File: src/rtl/tes_pkg.sv
// ----------------------------------------------------------------------------
// tes_pkg
// Types, codes and constants shared by the trial epoch sequencer modules.
// ----------------------------------------------------------------------------
package tes_pkg;

  localparam int LOG_DEPTH = 4096;
  localparam int CNT_W     = $clog2(LOG_DEPTH) + 1;
  localparam int IDX_W     = 12;

  localparam logic [31:0] ENC_RESET = 32'hFFFF_FC19;

  localparam logic [15:0] PRE_RESET      = 16'd100;
  localparam logic [15:0] POST_RESET     = 16'd100;
  localparam logic [15:0] EPOCH_RESET    = 16'd500;
  localparam logic [7:0]  COUNT_RESET    = 8'd3;
  localparam logic [15:0] MDELAY_RESET   = 16'd100;
  localparam logic [15:0] MLENGTH_RESET  = 16'd300;
  localparam logic [15:0] INTERVAL_RESET = 16'd30;

  typedef enum logic [2:0] {
    EV_START, EV_EPOCH, EV_MOTOR_ON, EV_MOTOR_OFF, EV_FRAME, EV_STOP, EV_ENCODER
  } event_kind_t;

  typedef enum logic [2:0] {
    REG_PRE, REG_POST, REG_EPOCH_DUR, REG_EPOCH_CNT,
    REG_MOTOR_EN, REG_MOTOR_DELAY, REG_MOTOR_LEN, REG_ENC_INTERVAL
  } reg_index_t;

  typedef enum logic [3:0] {
    ST_IDLE, ST_START, ST_FRAME, ST_STOP, ST_TIME, ST_CHECK,
    ST_DIV, ST_EPOCH, ST_MOTOR, ST_ENC, ST_FLUSH
  } state_t;

  typedef struct packed {
    logic [15:0] pre_duration;
    logic [15:0] post_duration;
    logic [15:0] epoch_duration;
    logic [7:0]  epoch_count;
    logic        motor_enable;
    logic [15:0] motor_delay;
    logic [15:0] motor_length;
    logic [15:0] encoder_interval;
  } cfg_t;

  typedef struct packed {
    logic load_in;
    logic op_start;
    logic op_frame;
    logic op_stop;
    logic op_time;
    logic op_end;
    logic op_phase;
    logic op_div;
    logic op_epoch;
    logic op_mie;
    logic op_motor;
    logic op_enc;
    logic op_flush;
  } cmd_t;

  typedef struct packed {
    logic start_hit;
    logic frame_hit;
    logic stop_hit;
    logic running;
    logic over_total;
    logic epoch_go;
    logic div_last;
    logic epoch_new;
    logic motor_hit;
    logic enc_change;
    logic enc_emit;
    logic can_push;
    logic pend_valid;
  } sts_t;

  typedef struct packed {
    event_kind_t        kind;
    logic               last;
    logic               motor;
    logic               trial;
    logic               ovf;
    logic [IDX_W-1:0]   index;
    logic signed [31:0] value;
    logic [31:0]        time_ms;
  } event_t;

endpackage

File: src/rtl/tes_regs.sv
// ----------------------------------------------------------------------------
// tes_regs
// Configuration register file, written through the cfg request channel.
// ----------------------------------------------------------------------------
module tes_regs (
  input  logic                clk,
  input  logic                rst,
  input  logic                wr_en,
  input  logic [2:0]          wr_index,
  input  logic [15:0]         wr_data,
  output tes_pkg::cfg_t       cfg
);
  import tes_pkg::*;

  always_ff @(posedge clk) begin
    if (rst) begin
      cfg.pre_duration     <= PRE_RESET;
      cfg.post_duration    <= POST_RESET;
      cfg.epoch_duration   <= EPOCH_RESET;
      cfg.epoch_count      <= COUNT_RESET;
      cfg.motor_enable     <= 1'b0;
      cfg.motor_delay      <= MDELAY_RESET;
      cfg.motor_length     <= MLENGTH_RESET;
      cfg.encoder_interval <= INTERVAL_RESET;
    end else if (wr_en) begin
      unique case (reg_index_t'(wr_index))
        REG_PRE:          cfg.pre_duration     <= wr_data;
        REG_POST:         cfg.post_duration    <= wr_data;
        REG_EPOCH_DUR:    cfg.epoch_duration   <= wr_data;
        REG_EPOCH_CNT:    cfg.epoch_count      <= wr_data[7:0];
        REG_MOTOR_EN:     cfg.motor_enable     <= wr_data[0];
        REG_MOTOR_DELAY:  cfg.motor_delay      <= wr_data;
        REG_MOTOR_LEN:    cfg.motor_length     <= wr_data;
        REG_ENC_INTERVAL: cfg.encoder_interval <= wr_data;
        default: ;
      endcase
    end
  end

endmodule

File: src/rtl/tes_ctrl.sv
// ----------------------------------------------------------------------------
// tes_ctrl
// Sequencer that walks one control pass through its phases.
// ----------------------------------------------------------------------------
module tes_ctrl (
  input  logic          clk,
  input  logic          rst,
  input  logic          in_valid,
  output logic          in_ready,
  input  tes_pkg::sts_t sts,
  output tes_pkg::cmd_t cmd
);
  import tes_pkg::*;

  state_t state, state_next;

  assign in_ready = (state == ST_IDLE);

  always_ff @(posedge clk) begin
    if (rst) begin
      state <= ST_IDLE;
    end else begin
      state <= state_next;
    end
  end

  always_comb begin
    state_next = state;
    cmd        = '0;
    unique case (state)
      ST_IDLE: begin
        if (in_valid) begin
          cmd.load_in = 1'b1;
          state_next  = ST_START;
        end
      end
      ST_START: begin
        if (!sts.start_hit) begin
          state_next = ST_FRAME;
        end else if (sts.can_push) begin
          cmd.op_start = 1'b1;
          state_next   = ST_FRAME;
        end
      end
      ST_FRAME: begin
        if (!sts.frame_hit) begin
          state_next = ST_STOP;
        end else if (sts.can_push) begin
          cmd.op_frame = 1'b1;
          state_next   = ST_STOP;
        end
      end
      ST_STOP: begin
        if (!sts.stop_hit) begin
          state_next = ST_TIME;
        end else if (sts.can_push) begin
          cmd.op_stop = 1'b1;
          state_next  = ST_TIME;
        end
      end
      ST_TIME: begin
        cmd.op_time = 1'b1;
        state_next  = ST_CHECK;
      end
      ST_CHECK: begin
        if (!sts.running) begin
          state_next = ST_MOTOR;
        end else if (sts.over_total) begin
          if (sts.can_push) begin
            cmd.op_end = 1'b1;
            state_next = ST_MOTOR;
          end
        end else begin
          cmd.op_phase = 1'b1;
          state_next   = sts.epoch_go ? ST_DIV : ST_MOTOR;
        end
      end
      ST_DIV: begin
        cmd.op_div = 1'b1;
        if (sts.div_last) begin
          state_next = ST_EPOCH;
        end
      end
      ST_EPOCH: begin
        if (!sts.epoch_new) begin
          cmd.op_mie = 1'b1;
          state_next = ST_MOTOR;
        end else if (sts.can_push) begin
          cmd.op_epoch = 1'b1;
          state_next   = ST_MOTOR;
        end
      end
      ST_MOTOR: begin
        if (!sts.motor_hit) begin
          state_next = ST_ENC;
        end else if (sts.can_push) begin
          cmd.op_motor = 1'b1;
          state_next   = ST_ENC;
        end
      end
      ST_ENC: begin
        if (!sts.enc_change) begin
          state_next = ST_FLUSH;
        end else if (!sts.enc_emit || sts.can_push) begin
          cmd.op_enc = 1'b1;
          state_next = ST_FLUSH;
        end
      end
      ST_FLUSH: begin
        if (!sts.pend_valid) begin
          state_next = ST_IDLE;
        end else if (sts.can_push) begin
          cmd.op_flush = 1'b1;
          state_next   = ST_IDLE;
        end
      end
      default: state_next = ST_IDLE;
    endcase
  end

endmodule

File: src/rtl/tes_dp.sv
// ----------------------------------------------------------------------------
// tes_dp
// Trial state, epoch divider and event staging for the sequencer.
// ----------------------------------------------------------------------------
module tes_dp (
  input  logic               clk,
  input  logic               rst,
  input  tes_pkg::cfg_t      cfg,
  input  tes_pkg::cmd_t      cmd,
  output tes_pkg::sts_t      sts,
  input  logic [31:0]        now_ms,
  input  logic               start_request,
  input  logic               frame_pulse,
  input  logic               stop_request,
  input  logic signed [31:0] encoder_position,
  output tes_pkg::event_t    out_event,
  output logic               out_valid,
  input  logic               out_ready
);
  import tes_pkg::*;

  logic [31:0]        now_r;
  logic               start_r, frame_r, stop_r;
  logic signed [31:0] pos_r;

  logic               running, motor_running, in_pulse;
  logic [15:0]        trial_number, frame_count;
  logic [31:0]        trial_start, epoch_start, ms_into_trial, ms_into_epoch;
  logic [7:0]         current_epoch;
  logic [CNT_W-1:0]   event_count;
  logic [31:0]        enc_previous, enc_last_time;

  logic [23:0]        pulse_end;
  logic [23:0]        div_num;
  logic [22:0]        div_dv;
  logic [7:0]         div_q;
  logic [2:0]         div_cnt;

  event_t             pend;
  event_t             pend_last;
  logic               pend_valid;

  logic [24:0]        total;
  logic               in_pre, in_post, div_ge;
  logic [7:0]         epoch_next;
  logic [15:0]        trial_inc, frame_inc;
  logic [16:0]        motor_stop;
  logic               motor_on_hit, motor_off_hit;
  logic [31:0]        elapsed;
  logic               emit;
  event_t             ev;
  logic [CNT_W-1:0]   cnt_base, cnt_new;

  assign elapsed      = now_r - trial_start;
  assign total        = 25'(pulse_end) + 25'(cfg.post_duration);
  assign in_pre       = ms_into_trial <= 32'(cfg.pre_duration);
  assign in_post      = ms_into_trial > 32'(pulse_end);
  assign div_ge       = div_num >= 24'(div_dv);
  assign epoch_next   = div_q + 8'd1;
  assign trial_inc    = trial_number + 16'd1;
  assign frame_inc    = frame_count + 16'd1;
  assign motor_stop   = 17'(cfg.motor_delay) + 17'(cfg.motor_length);
  assign motor_on_hit = !motor_running && ms_into_epoch >= 32'(cfg.motor_delay)
                        && ms_into_epoch < 32'(motor_stop);
  assign motor_off_hit = motor_running && ms_into_epoch > 32'(motor_stop);

  always_comb begin
    sts.start_hit  = start_r && !running;
    sts.frame_hit  = frame_r && running;
    sts.stop_hit   = stop_r && running;
    sts.running    = running;
    sts.over_total = ms_into_trial > 32'(total);
    sts.epoch_go   = !in_pre && cfg.epoch_duration != 16'd0
                     && ms_into_trial < 32'(pulse_end);
    sts.div_last   = div_cnt == 3'd0;
    sts.epoch_new  = epoch_next != current_epoch;
    sts.motor_hit  = running && cfg.motor_enable && in_pulse
                     && (motor_on_hit || motor_off_hit);
    sts.enc_change = pos_r != enc_previous;
    sts.enc_emit   = !cfg.motor_enable
                     && (ms_into_trial - enc_last_time) > 32'(cfg.encoder_interval);
    sts.can_push   = !pend_valid || !out_valid;
    sts.pend_valid = pend_valid;
  end

  // event assembly
  always_comb begin
    emit       = 1'b0;
    ev         = '0;
    ev.kind    = EV_START;
    ev.trial   = running;
    ev.motor   = motor_running;
    ev.time_ms = ms_into_trial;
    cnt_base   = cmd.op_start ? '0 : event_count;
    cnt_new    = (cnt_base < CNT_W'(LOG_DEPTH)) ? cnt_base + 1'b1 : cnt_base;
    ev.index   = (cnt_new >= CNT_W'(LOG_DEPTH)) ? IDX_W'(LOG_DEPTH - 1) : IDX_W'(cnt_new);
    ev.ovf     = cnt_new >= CNT_W'(LOG_DEPTH);
    priority if (cmd.op_start) begin
      emit       = 1'b1;
      ev.time_ms = '0;
      ev.value   = 32'(trial_inc);
      ev.trial   = 1'b1;
    end else if (cmd.op_frame) begin
      emit       = 1'b1;
      ev.kind    = EV_FRAME;
      ev.time_ms = elapsed;
      ev.value   = 32'(frame_inc);
    end else if (cmd.op_stop || cmd.op_end) begin
      emit       = 1'b1;
      ev.kind    = EV_STOP;
      ev.time_ms = cmd.op_stop ? elapsed : ms_into_trial;
      ev.value   = 32'(trial_number);
      ev.trial   = 1'b0;
      ev.motor   = 1'b0;
    end else if (cmd.op_epoch) begin
      emit     = 1'b1;
      ev.kind  = EV_EPOCH;
      ev.value = 32'(epoch_next);
    end else if (cmd.op_motor) begin
      emit     = 1'b1;
      ev.kind  = motor_running ? EV_MOTOR_OFF : EV_MOTOR_ON;
      ev.value = 32'(current_epoch);
      ev.motor = !motor_running;
    end else if (cmd.op_enc) begin
      emit     = sts.enc_emit;
      ev.kind  = EV_ENCODER;
      ev.value = pos_r;
    end else begin
      emit = 1'b0;
    end
  end

  always_comb begin
    pend_last      = pend;
    pend_last.last = 1'b1;
  end

  always_ff @(posedge clk) begin
    if (cmd.load_in) begin
      now_r   <= now_ms;
      start_r <= start_request;
      frame_r <= frame_pulse;
      stop_r  <= stop_request;
      pos_r   <= encoder_position;
    end
    if (cmd.op_time) begin
      pulse_end <= 24'(cfg.pre_duration) + cfg.epoch_duration * cfg.epoch_count;
    end
    if (cmd.op_phase) begin
      div_num <= 24'(ms_into_trial - 32'(cfg.pre_duration));
      div_dv  <= {cfg.epoch_duration, 7'd0};
      div_q   <= '0;
      div_cnt <= 3'd7;
    end else if (cmd.op_div) begin
      if (div_ge) begin
        div_num <= div_num - 24'(div_dv);
      end
      div_dv  <= div_dv >> 1;
      div_q   <= {div_q[6:0], div_ge};
      div_cnt <= div_cnt - 3'd1;
    end
  end

  always_ff @(posedge clk) begin
    if (rst) begin
      running       <= 1'b0;
      motor_running <= 1'b0;
      in_pulse      <= 1'b0;
      trial_number  <= '0;
      frame_count   <= '0;
      trial_start   <= '0;
      epoch_start   <= '0;
      ms_into_trial <= '0;
      ms_into_epoch <= '0;
      current_epoch <= '0;
      event_count   <= '0;
      enc_previous  <= ENC_RESET;
      enc_last_time <= ENC_RESET;
    end else begin
      if (emit) begin
        event_count <= cnt_new;
      end
      if (cmd.op_start) begin
        trial_number  <= trial_inc;
        trial_start   <= now_r;
        current_epoch <= '0;
        frame_count   <= '0;
        running       <= 1'b1;
      end
      if (cmd.op_frame) begin
        frame_count <= frame_inc;
      end
      if (cmd.op_stop || cmd.op_end) begin
        running       <= 1'b0;
        motor_running <= 1'b0;
      end
      if (cmd.op_time && running) begin
        ms_into_trial <= elapsed;
      end
      if (cmd.op_phase) begin
        in_pulse <= !in_pre && !in_post;
      end
      if (cmd.op_epoch) begin
        current_epoch <= epoch_next;
        epoch_start   <= now_r;
        ms_into_epoch <= '0;
      end
      if (cmd.op_mie) begin
        ms_into_epoch <= now_r - epoch_start;
      end
      if (cmd.op_motor) begin
        motor_running <= !motor_running;
      end
      if (cmd.op_enc) begin
        enc_previous <= pos_r;
        if (sts.enc_emit) begin
          enc_last_time <= ms_into_trial;
        end
      end
    end
  end

  // two-entry staging: pend holds the newest event until its successor or end of pass
  always_ff @(posedge clk) begin
    if (emit) begin
      pend <= ev;
    end
    if (emit && pend_valid) begin
      out_event <= pend;
    end else if (cmd.op_flush) begin
      out_event <= pend_last;
    end
  end

  always_ff @(posedge clk) begin
    if (rst) begin
      pend_valid <= 1'b0;
      out_valid  <= 1'b0;
    end else begin
      if ((emit && pend_valid) || cmd.op_flush) begin
        out_valid <= 1'b1;
      end else if (out_ready) begin
        out_valid <= 1'b0;
      end
      if (emit) begin
        pend_valid <= 1'b1;
      end else if (cmd.op_flush) begin
        pend_valid <= 1'b0;
      end
    end
  end

  a_no_overwrite: assert property (@(posedge clk) disable iff (rst)
    (emit && pend_valid) |-> !out_valid)
    else $error("event pushed over a full output register");

  a_count_bound: assert property (@(posedge clk) disable iff (rst)
    event_count <= CNT_W'(LOG_DEPTH))
    else $error("event count beyond log depth");

  a_motor_needs_trial: assert property (@(posedge clk) disable iff (rst)
    motor_running |-> running)
    else $error("motor on without a running trial");

  a_stop_clears: assert property (@(posedge clk) disable iff (rst)
    (cmd.op_stop || cmd.op_end) |=> (!running && !motor_running))
    else $error("stop did not clear trial and motor");

endmodule

File: src/rtl/trial_epoch_sequencer.sv
// ----------------------------------------------------------------------------
// trial_epoch_sequencer
// Trial, epoch, motor and encoder event sequencer driven by control passes.
// ----------------------------------------------------------------------------
// Each request on the s_axis channel is one control pass (time, start, frame
// and stop requests, encoder count). The pass produces zero to four events on
// m_axis, one request each; tlast marks the final event of the pass and tuser
// carries the event kind. Configuration registers are written on the cfg
// channel (index 0..7); cfg_ready is always high. The user must write them
// only while no pass is in flight; the block itself does not enforce this.
// A pass is accepted only while the sequencer is idle. The phase sequencer
// steps one phase per cycle unless a full output stalls it; an epoch number
// comes from a restoring divider producing one quotient bit per cycle.
// Events are staged one deep behind the output register, so a stalled
// receiver holds the pass in its emitting phase without losing or reordering
// events.
// Synchronous reset returns all trial state and configuration registers to
// their defaults; no clearing pass is needed.
// ----------------------------------------------------------------------------
module trial_epoch_sequencer (
  input  logic        clk,
  input  logic        rst,
  input  logic        s_axis_tvalid,
  output logic        s_axis_tready,
  // now_ms[31:0], start_request[32], frame_pulse[33], stop_request[34],
  // encoder_position[66:35], zero pad[71:67]
  input  logic [71:0] s_axis_tdata,
  output logic        m_axis_tvalid,
  input  logic        m_axis_tready,
  // event_time[31:0], event_value[63:32], event_index[75:64],
  // log_overflow[76], trial_active[77], motor_active[78], zero pad[79]
  output logic [79:0] m_axis_tdata,
  // event_kind[2:0]
  output logic [2:0]  m_axis_tuser,
  output logic        m_axis_tlast,
  input  logic        cfg_valid,
  output logic        cfg_ready,
  input  logic [2:0]  cfg_index,
  input  logic [15:0] cfg_data
);
  import tes_pkg::*;

  cfg_t   cfg;
  cmd_t   cmd;
  sts_t   sts;
  event_t ev;

  assign cfg_ready = 1'b1;

  tes_regs u_regs (
    .clk      (clk),
    .rst      (rst),
    .wr_en    (cfg_valid && cfg_ready),
    .wr_index (cfg_index),
    .wr_data  (cfg_data),
    .cfg      (cfg)
  );

  tes_ctrl u_ctrl (
    .clk      (clk),
    .rst      (rst),
    .in_valid (s_axis_tvalid),
    .in_ready (s_axis_tready),
    .sts      (sts),
    .cmd      (cmd)
  );

  tes_dp u_dp (
    .clk              (clk),
    .rst              (rst),
    .cfg              (cfg),
    .cmd              (cmd),
    .sts              (sts),
    .now_ms           (s_axis_tdata[31:0]),
    .start_request    (s_axis_tdata[32]),
    .frame_pulse      (s_axis_tdata[33]),
    .stop_request     (s_axis_tdata[34]),
    .encoder_position (s_axis_tdata[66:35]),
    .out_event        (ev),
    .out_valid        (m_axis_tvalid),
    .out_ready        (m_axis_tready)
  );

  assign m_axis_tdata = {1'b0, ev.motor, ev.trial, ev.ovf, ev.index, ev.value, ev.time_ms};
  assign m_axis_tuser = ev.kind;
  assign m_axis_tlast = ev.last;

endmodule
File: config.mk
export PLATFORM = sky130hd
export DESIGN_NAME = trial_epoch_sequencer
export DESIGN_NICKNAME = d
export VERILOG_FILES = /design/src/rtl/tes_pkg.sv /design/src/rtl/tes_regs.sv /design/src/rtl/tes_ctrl.sv /design/src/rtl/tes_dp.sv /design/src/rtl/trial_epoch_sequencer.sv
export SDC_FILE = /design/constraint.sdc
export NUM_CORES = 2
export LEC_CHECK = 0
export ABC_AREA = 1
export BUFFER_PORTS_ARGS = -buffer_cell sky130_fd_sc_hd__buf_2
export CORE_MARGIN = 3
export CORE_UTILIZATION = 48
export DETAILED_ROUTE_END_ITERATION = 8
export PLACE_DENSITY = 0.67
export SLEW_MARGIN = 20
export SYNTH_ARGS = -nofsm -noshare
export SYNTH_HDL_FRONTEND = slang
export SYNTH_SLANG_ARGS = --single-unit
File: constraint.sdc
create_clock -name clk -period 6.2 [get_ports clk]
set_input_delay 1.24 -clock clk [delete_from_list [all_inputs] [get_ports clk]]
set_output_delay 1.24 -clock clk [all_outputs]
set_load 0.005 [all_outputs]
# Word-level counts from Yosys, hierarchy flattened
# Cells that the tools add are included.
[totals]
register_bits = 673
latch_bits = 0
mem_bits_rw = 0
mem_bits_ro = 0
input_bits = 96
out_inout_bits = 87
memories = 0
[classes]
add_sub_neg = 13
multipliers = 1
n_div = 0
order_cmp = 11
n_eq_ne = 27
shifts = 0
n_mux = 92
n_bitwise = 1
n_reduce_logical = 56
[ops]
columns = ["operator", "count"]
rows = [
  ["83-bit two-way mux", 2],
  ["32-bit two-way mux", 4],
  ["16-bit two-way mux", 6],
  ["48-bit two-way mux", 2],
  ["32-bit subtractor", 3],
  ["4-bit two-way mux", 19],
  ["24-bit two-way mux", 3],
  ["23-bit two-way mux", 2],
  ["4-bit case mux with 11 select lines", 1],
  ["1-bit two-way mux", 40],
  ["16-bit by 1-bit adder with 16-bit output (second input constant)", 2],
  ["32-bit by 16-bit greater-or-equal comparator with 1-bit output", 1],
  ["32-bit by 16-bit > comparator with 1-bit output", 1],
  ["32-bit by 17-bit > comparator with 1-bit output", 1],
  ["32-bit by 24-bit > comparator with 1-bit output", 1],
  ["32-bit by 25-bit > comparator with 1-bit output", 1],
  ["32-bit by 16-bit less-or-equal comparator with 1-bit output", 1],
  ["32-bit by 17-bit < comparator with 1-bit output", 1],
  ["32-bit by 24-bit < comparator with 1-bit output", 1],
  ["32-bit != test", 1],
  ["13-bit two-way mux", 2],
  ["24-bit by 16-bit adder with 25-bit output", 1],
  ["16-bit by 24-bit adder with 24-bit output", 1],
  ["24-bit by 23-bit greater-or-equal comparator with 1-bit output", 1],
  ["36 further kinds", 103],
]

# Logic depth before layout (Yosys ltp)
[logic_depth]
ltp_word = 17
depth_mapped = 32
ltp_nobuf = 32

# Hierarchy
# From an unflattened synthesis, not the netlist that was laid out.
[unflattened]
hier_cells = 5403
hier_area_um2 = 42358.1
[by_module_without_submodules]
columns = ["module", "n_inst", "cells_each", "area_each_um2", "seq_area_each_um2"]
rows = [
  ["tes_dp", 1, 4693, 37634.8, 14253.7],
  ["tes_regs", 1, 578, 4052.6, 2102.0],
  ["tes_ctrl", 1, 128, 648.1, 80.1],
  ["trial_epoch_sequencer", 1, 4, 22.5, 0.0],
]

# Least setup slack after synthesis
# Ideal clock, no wire load.
[synth_timing]
path_kind = "input-to-reg"
start = "input s_axis_tvalid"
end = "register u_dp.frame_r, enable pin"
setup_time_ns = 0.574
arrival_time_ns = 5.843
t_required_ns = 5.626
slack_ns = -0.218
cell_stages = 2
path_buffers = 0
cell_sequence = "inv_1 > nor3_1"
[synth_rtl]
columns = ["element", "line", "source"]
rows = [
  ["start: declaration", "trial_epoch_sequencer.sv:23", "input logic s_axis_tvalid,"],
  ["end signal: assignment", "tes_dp.sv:142", "frame_r <= frame_pulse;"],
  ["end: declaration", "tes_dp.sv:23", "logic start_r, frame_r, stop_r;"],
]

# Worst setup path after layout
[layout_timing]
start = "register u_regs.cfg[50] (netlist name)"
end = "register u_dp.pulse_end[21] (data pin)"
[layout_between]
elab_chain_len = 2
[layout_rtl]
columns = ["element", "line", "source"]
rows = [
  ["16-bit by 8-bit multiplier with 24-bit output", "tes_dp.sv:147", "pulse_end <= 24'(cfg.pre_duration) + cfg.epoch_duration * cfg.epoch_count;"],
  ["16-bit by 24-bit adder with 24-bit output", "tes_dp.sv:147", ""],
  ["end signal: assignment", "tes_dp.sv:147", ""],
  ["end: declaration", "tes_dp.sv:33", "logic [23:0] pulse_end;"],
]
# Every way passes these cells.
# A chain may end at the register's enable or synchronous reset.

==> impl_metrics.py <==
metrics = {
    "cts": {
        "cts.reportedPaths.clkPinSlew_ns": 0.06,
        "clockBufferDepth": 3,
        "cts_setup_buffers": 0,
        "numCtsBuffers": 76,
        "cts_hold_buf": 0,
        "htree_num_levels": 3,
        "clock-sinks": 673,
        "cts_resized": 0,
        "cts_tree": "done",
        "clk_latency_ns": 0.67,
        "clock-root-buffer": "clkbuf_16",
    },
    "global_routing": {
        "grt_max_degree": 121,
        "gr-total-overflow": 0,
        "grt_util_met1": 0.331,
        "antenna_found_initial": 5,
        "use_met3": 0.0376,
        "grt.total_usage": 0.248,
        "grtUsageMet2": 0.413,
        "grt_pass1_wl_um": 178000,
        "grt_busiest_layer": "met2",
        "grt_pass1_vias": 32935,
    },
    "hold_path": {
        "holdCritStartpoint": "u_dp.pend[31]",
        "min_path_cells": 0,
        "hold_path_end": "u_dp.out_event[31]",
        "holdCritPathClass": "reg -> reg",
    },
    "timing": {
        "slew-limit-headroom": 0.278,
        "fin_crit_ns": 5.65,
        "finalSetupViolCount": 0,
        "fin_tns_setup_ns": 0,
        "drv_slew": 0,
        "rsz0062_at_grt": "no",
        "worst_slew_pin_slew_ns": 1.08,
        "hold_viol": 0,
        "period_share": 0.912,
        "fin_skew_ns": 0.0486,
        "max_freq_mhz": 177,
    },
    "floorplanning": {
        "core.rowCount": 107,
        "die_area_um2": 90400,
        "core-area_um2": 85700,
        "dieWidth_um": 301,
        "dieHeight_um": 301,
        "initial_core_util": 0.486,
        "ios": 183,
    },
    "detailed_routing": {
        "dr.pass1.iters": 5,
        "post_drt_wl_per_cell_um": 17.1,
        "ant_nets": 0,
        "drt_iter0_markers": 2522,
        "wl_um": 113000,
        "vias": 34720,
        "remaining_drc_errors": 0,
        "viasPerCell": 5.27,
    },
    "setup_path": {
        "reg2reg_slack_ns": 0.55,
        "crit_path_end_kind": "flip-flop",
        "required_ns": 6.62,
        "cp_slowest_stage_delay_ns": 0.78,
        "crit_path_start_kind": "flip-flop",
        "path_cells": "nand2_1, fa_1, fa_1, fa_1, fa_1, inv_1, ha_1, a21oi_1, nand2_1, nand4_1, o211ai_1, a21boi_0, o21ai_0, a21boi_0, o21ai_0, nand2_1, nand2_1, xor2_1",
        "worstPathMaxFanout": 17,
        "r2r_end": "u_dp.pulse_end[21]",
        "path_class": "reg -> reg",
        "crit_arrival_ns": 6.07,
        "rr_startpoint": "u_regs.cfg[50]",
        "r2r.worst_path.cells": 18,
        "worst_path_max_delay_cell": "dfxtp_1",
    },
    "yosys": {
        "synth_area_um2": 41700,
        "synthTopCellsByArea": "edfxtp_1, dfxtp_1, nand2_1",
        "yosys_warnings": 0,
        "syn_inst": 5245,
        "synth.yosys.seq_area_share": 0.394,
        "ys.flop_type": "dfxtp_1",
        "synth_seq_cells": 673,
        "ys_async_sr_fraction": 0,
        "synthDistinctLibCells": 64,
        "syn_avg_cell_area_um2": 7.95,
        "synth_top_cell_area_share": 0.213,
        "synth_largest_area_cell": "edfxtp_1",
        "synth_edf_count": 296,
        "synth_fp_nets": 5762,
    },
    "layout": {
        "syn2layout_area_growth_pct": 11.6,
        "fin_nets": 5896,
        "drive_above_1_share": 0.0768,
        "utilization": 0.543,
        "fin_area_um2": 46500,
        "final_common_cell": "nand2_1",
        "final_cell_mix": "nand2_1, inv_1, a21oi_1, dfxtp_1, nor2_1",
    },
    "power_and_ir_drop": {
        "power.total_uw": 12800,
        "peakVddDrop_mv": 0.247,
        "p_leak_uw": 0.0218,
        "power_density_nw_per_um2": 274,
    },
    "run": {
        "drv_cap": 0,
    },
    "run_status": {
        "status": "finished clean",
    },
    "placement": {
        "dpl.hpwl_um": 85100,
        "gp_congestion": 0.947,
        "placed_area_um2": 43700,
        "numPortBuffers": 175,
    },
}
registers in the layout, summed over array words and instances, names as in the netlist, 13 cells and up:
| name | count |
|---|---|
| u_dp.trial_number | 16 |
| u_regs.cfg | 105 |
| u_dp.enc_previous | 32 |
| u_dp.frame_count | 16 |
| u_dp.event_count | 13 |
| u_dp.epoch_start | 32 |
| u_dp.enc_last_time | 32 |
| u_dp.trial_start | 32 |
| u_dp.pend | 82 |
| u_dp.pos_r | 32 |
| u_dp.ms_into_epoch | 32 |
| u_dp.div_num | 24 |
| u_dp.pulse_end | 24 |
| u_dp.ms_into_trial | 32 |
| u_dp.div_dv | 23 |
| u_dp.out_event | 83 |
| u_dp.now_r | 32 |
layout make-up:
| class | count | area, um^2 |
|---|---|---|
| flip-flops and latches | 673 | 16400 |
| well taps | 1144 | 1430 |
| clock buffers | 97 | 2040 |
| diodes | 2 | 5.00 |
| fillers | 8035 | 39200 |
| multi-input cells | 3546 | 21300 |
| repair buffers | 217 | 1240 |
| inverters | 865 | 3260 |
| clock inverters | 45 | 767 |
per-layer routing:
metal  routed length (um)  up-vias
li1                     -    17529
met1                49900    16104
met2                53100      894
met3                 6050      193
met4                 3520        0
met5                    0        -
critical path: cells and delay by family (launching register included):
family | cells | cell delay (ns)
DFF | 1 | 0.78
and+or+nand+nor | 5 | 0.54
buffers and inverters | 1 | 0.04
xor gates and xnor gates | 1 | 0.14
adders and majority gates | 5 | 2.36
AOI/OAI and AO/OA | 6 | 1.53
worst max path at each step:
stage	start	depth (start not counted)	slack [ns]	to
global placement	u_regs.cfg[50]	19	0.69	u_dp.pulse_end[23]
CTS	u_regs.cfg[32]	29	0.57	u_dp.event_count[3]
detailed placement	u_regs.cfg[32]	29	0.59	u_dp.event_count[3]
global route	u_regs.cfg[32]	29	0.08	u_dp.event_count[2]
finish	u_regs.cfg[50]	18	0.55	u_dp.pulse_end[21]
floorplan	u_regs.cfg[32]	26	0.24	u_dp.out_event[0]
power by group:
group          switching (uW)  total (uW)  internal [uW]
clock network            1960        5010           3050
registers                 210        5240           5030
logic                    1610        2500            889
total                    3780       12800           8970
synthesized netlist by cell type (all sizes together) (3+ instances only):
cell type / instances
o22ai: 10
ha: 314
nor2: 374
or2: 30
o221ai: 8
o21bai: 14
a21boi: 7
clkbuf: 118
o211ai: 48
a21oi: 532
o31ai: 5
nand3: 240
xor2: 94
buf: 43
nand4: 50
nand3b: 10
inv: 862
a221oi: 5
a211oi: 19
o2111ai: 13
xnor2: 70
o21ai: 375
a21o: 14
o21a: 10
nor3: 56
nand2: 1084
a31oi: 18
clkinv: 3
nor4: 24
dfxtp: 377
fa: 107
edfxtp: 296
per-stage QoR:
stage	cells	hold WS, ns	setup slack (ns)
6_report	6589	0.412	0.545
5_1_grt	6589	0.416	0.0781
4_1_cts	6587	0.409	0.571
3_5_place_dp	6445	0.405	0.595
3_3_place_gp	6445	0.400	0.689
2_1_floorplan	5245	0.400	0.239
logic make-up (layout without fill, tap and decap cells):
family,Yosys count,after routing,synth area share
adders and majority gates,421,421,0.146
buffers and inverters,1026,1224,0.0946
other,2,4,0.000180
and+or+nand+nor,1874,1874,0.189
DFF,673,673,0.394
AOI/OAI and AO/OA,1083,1083,0.141
muxes,2,2,0.000480
xor gates and xnor gates,164,164,0.0345
Note: power is estimated with default switching activity, not from simulation.
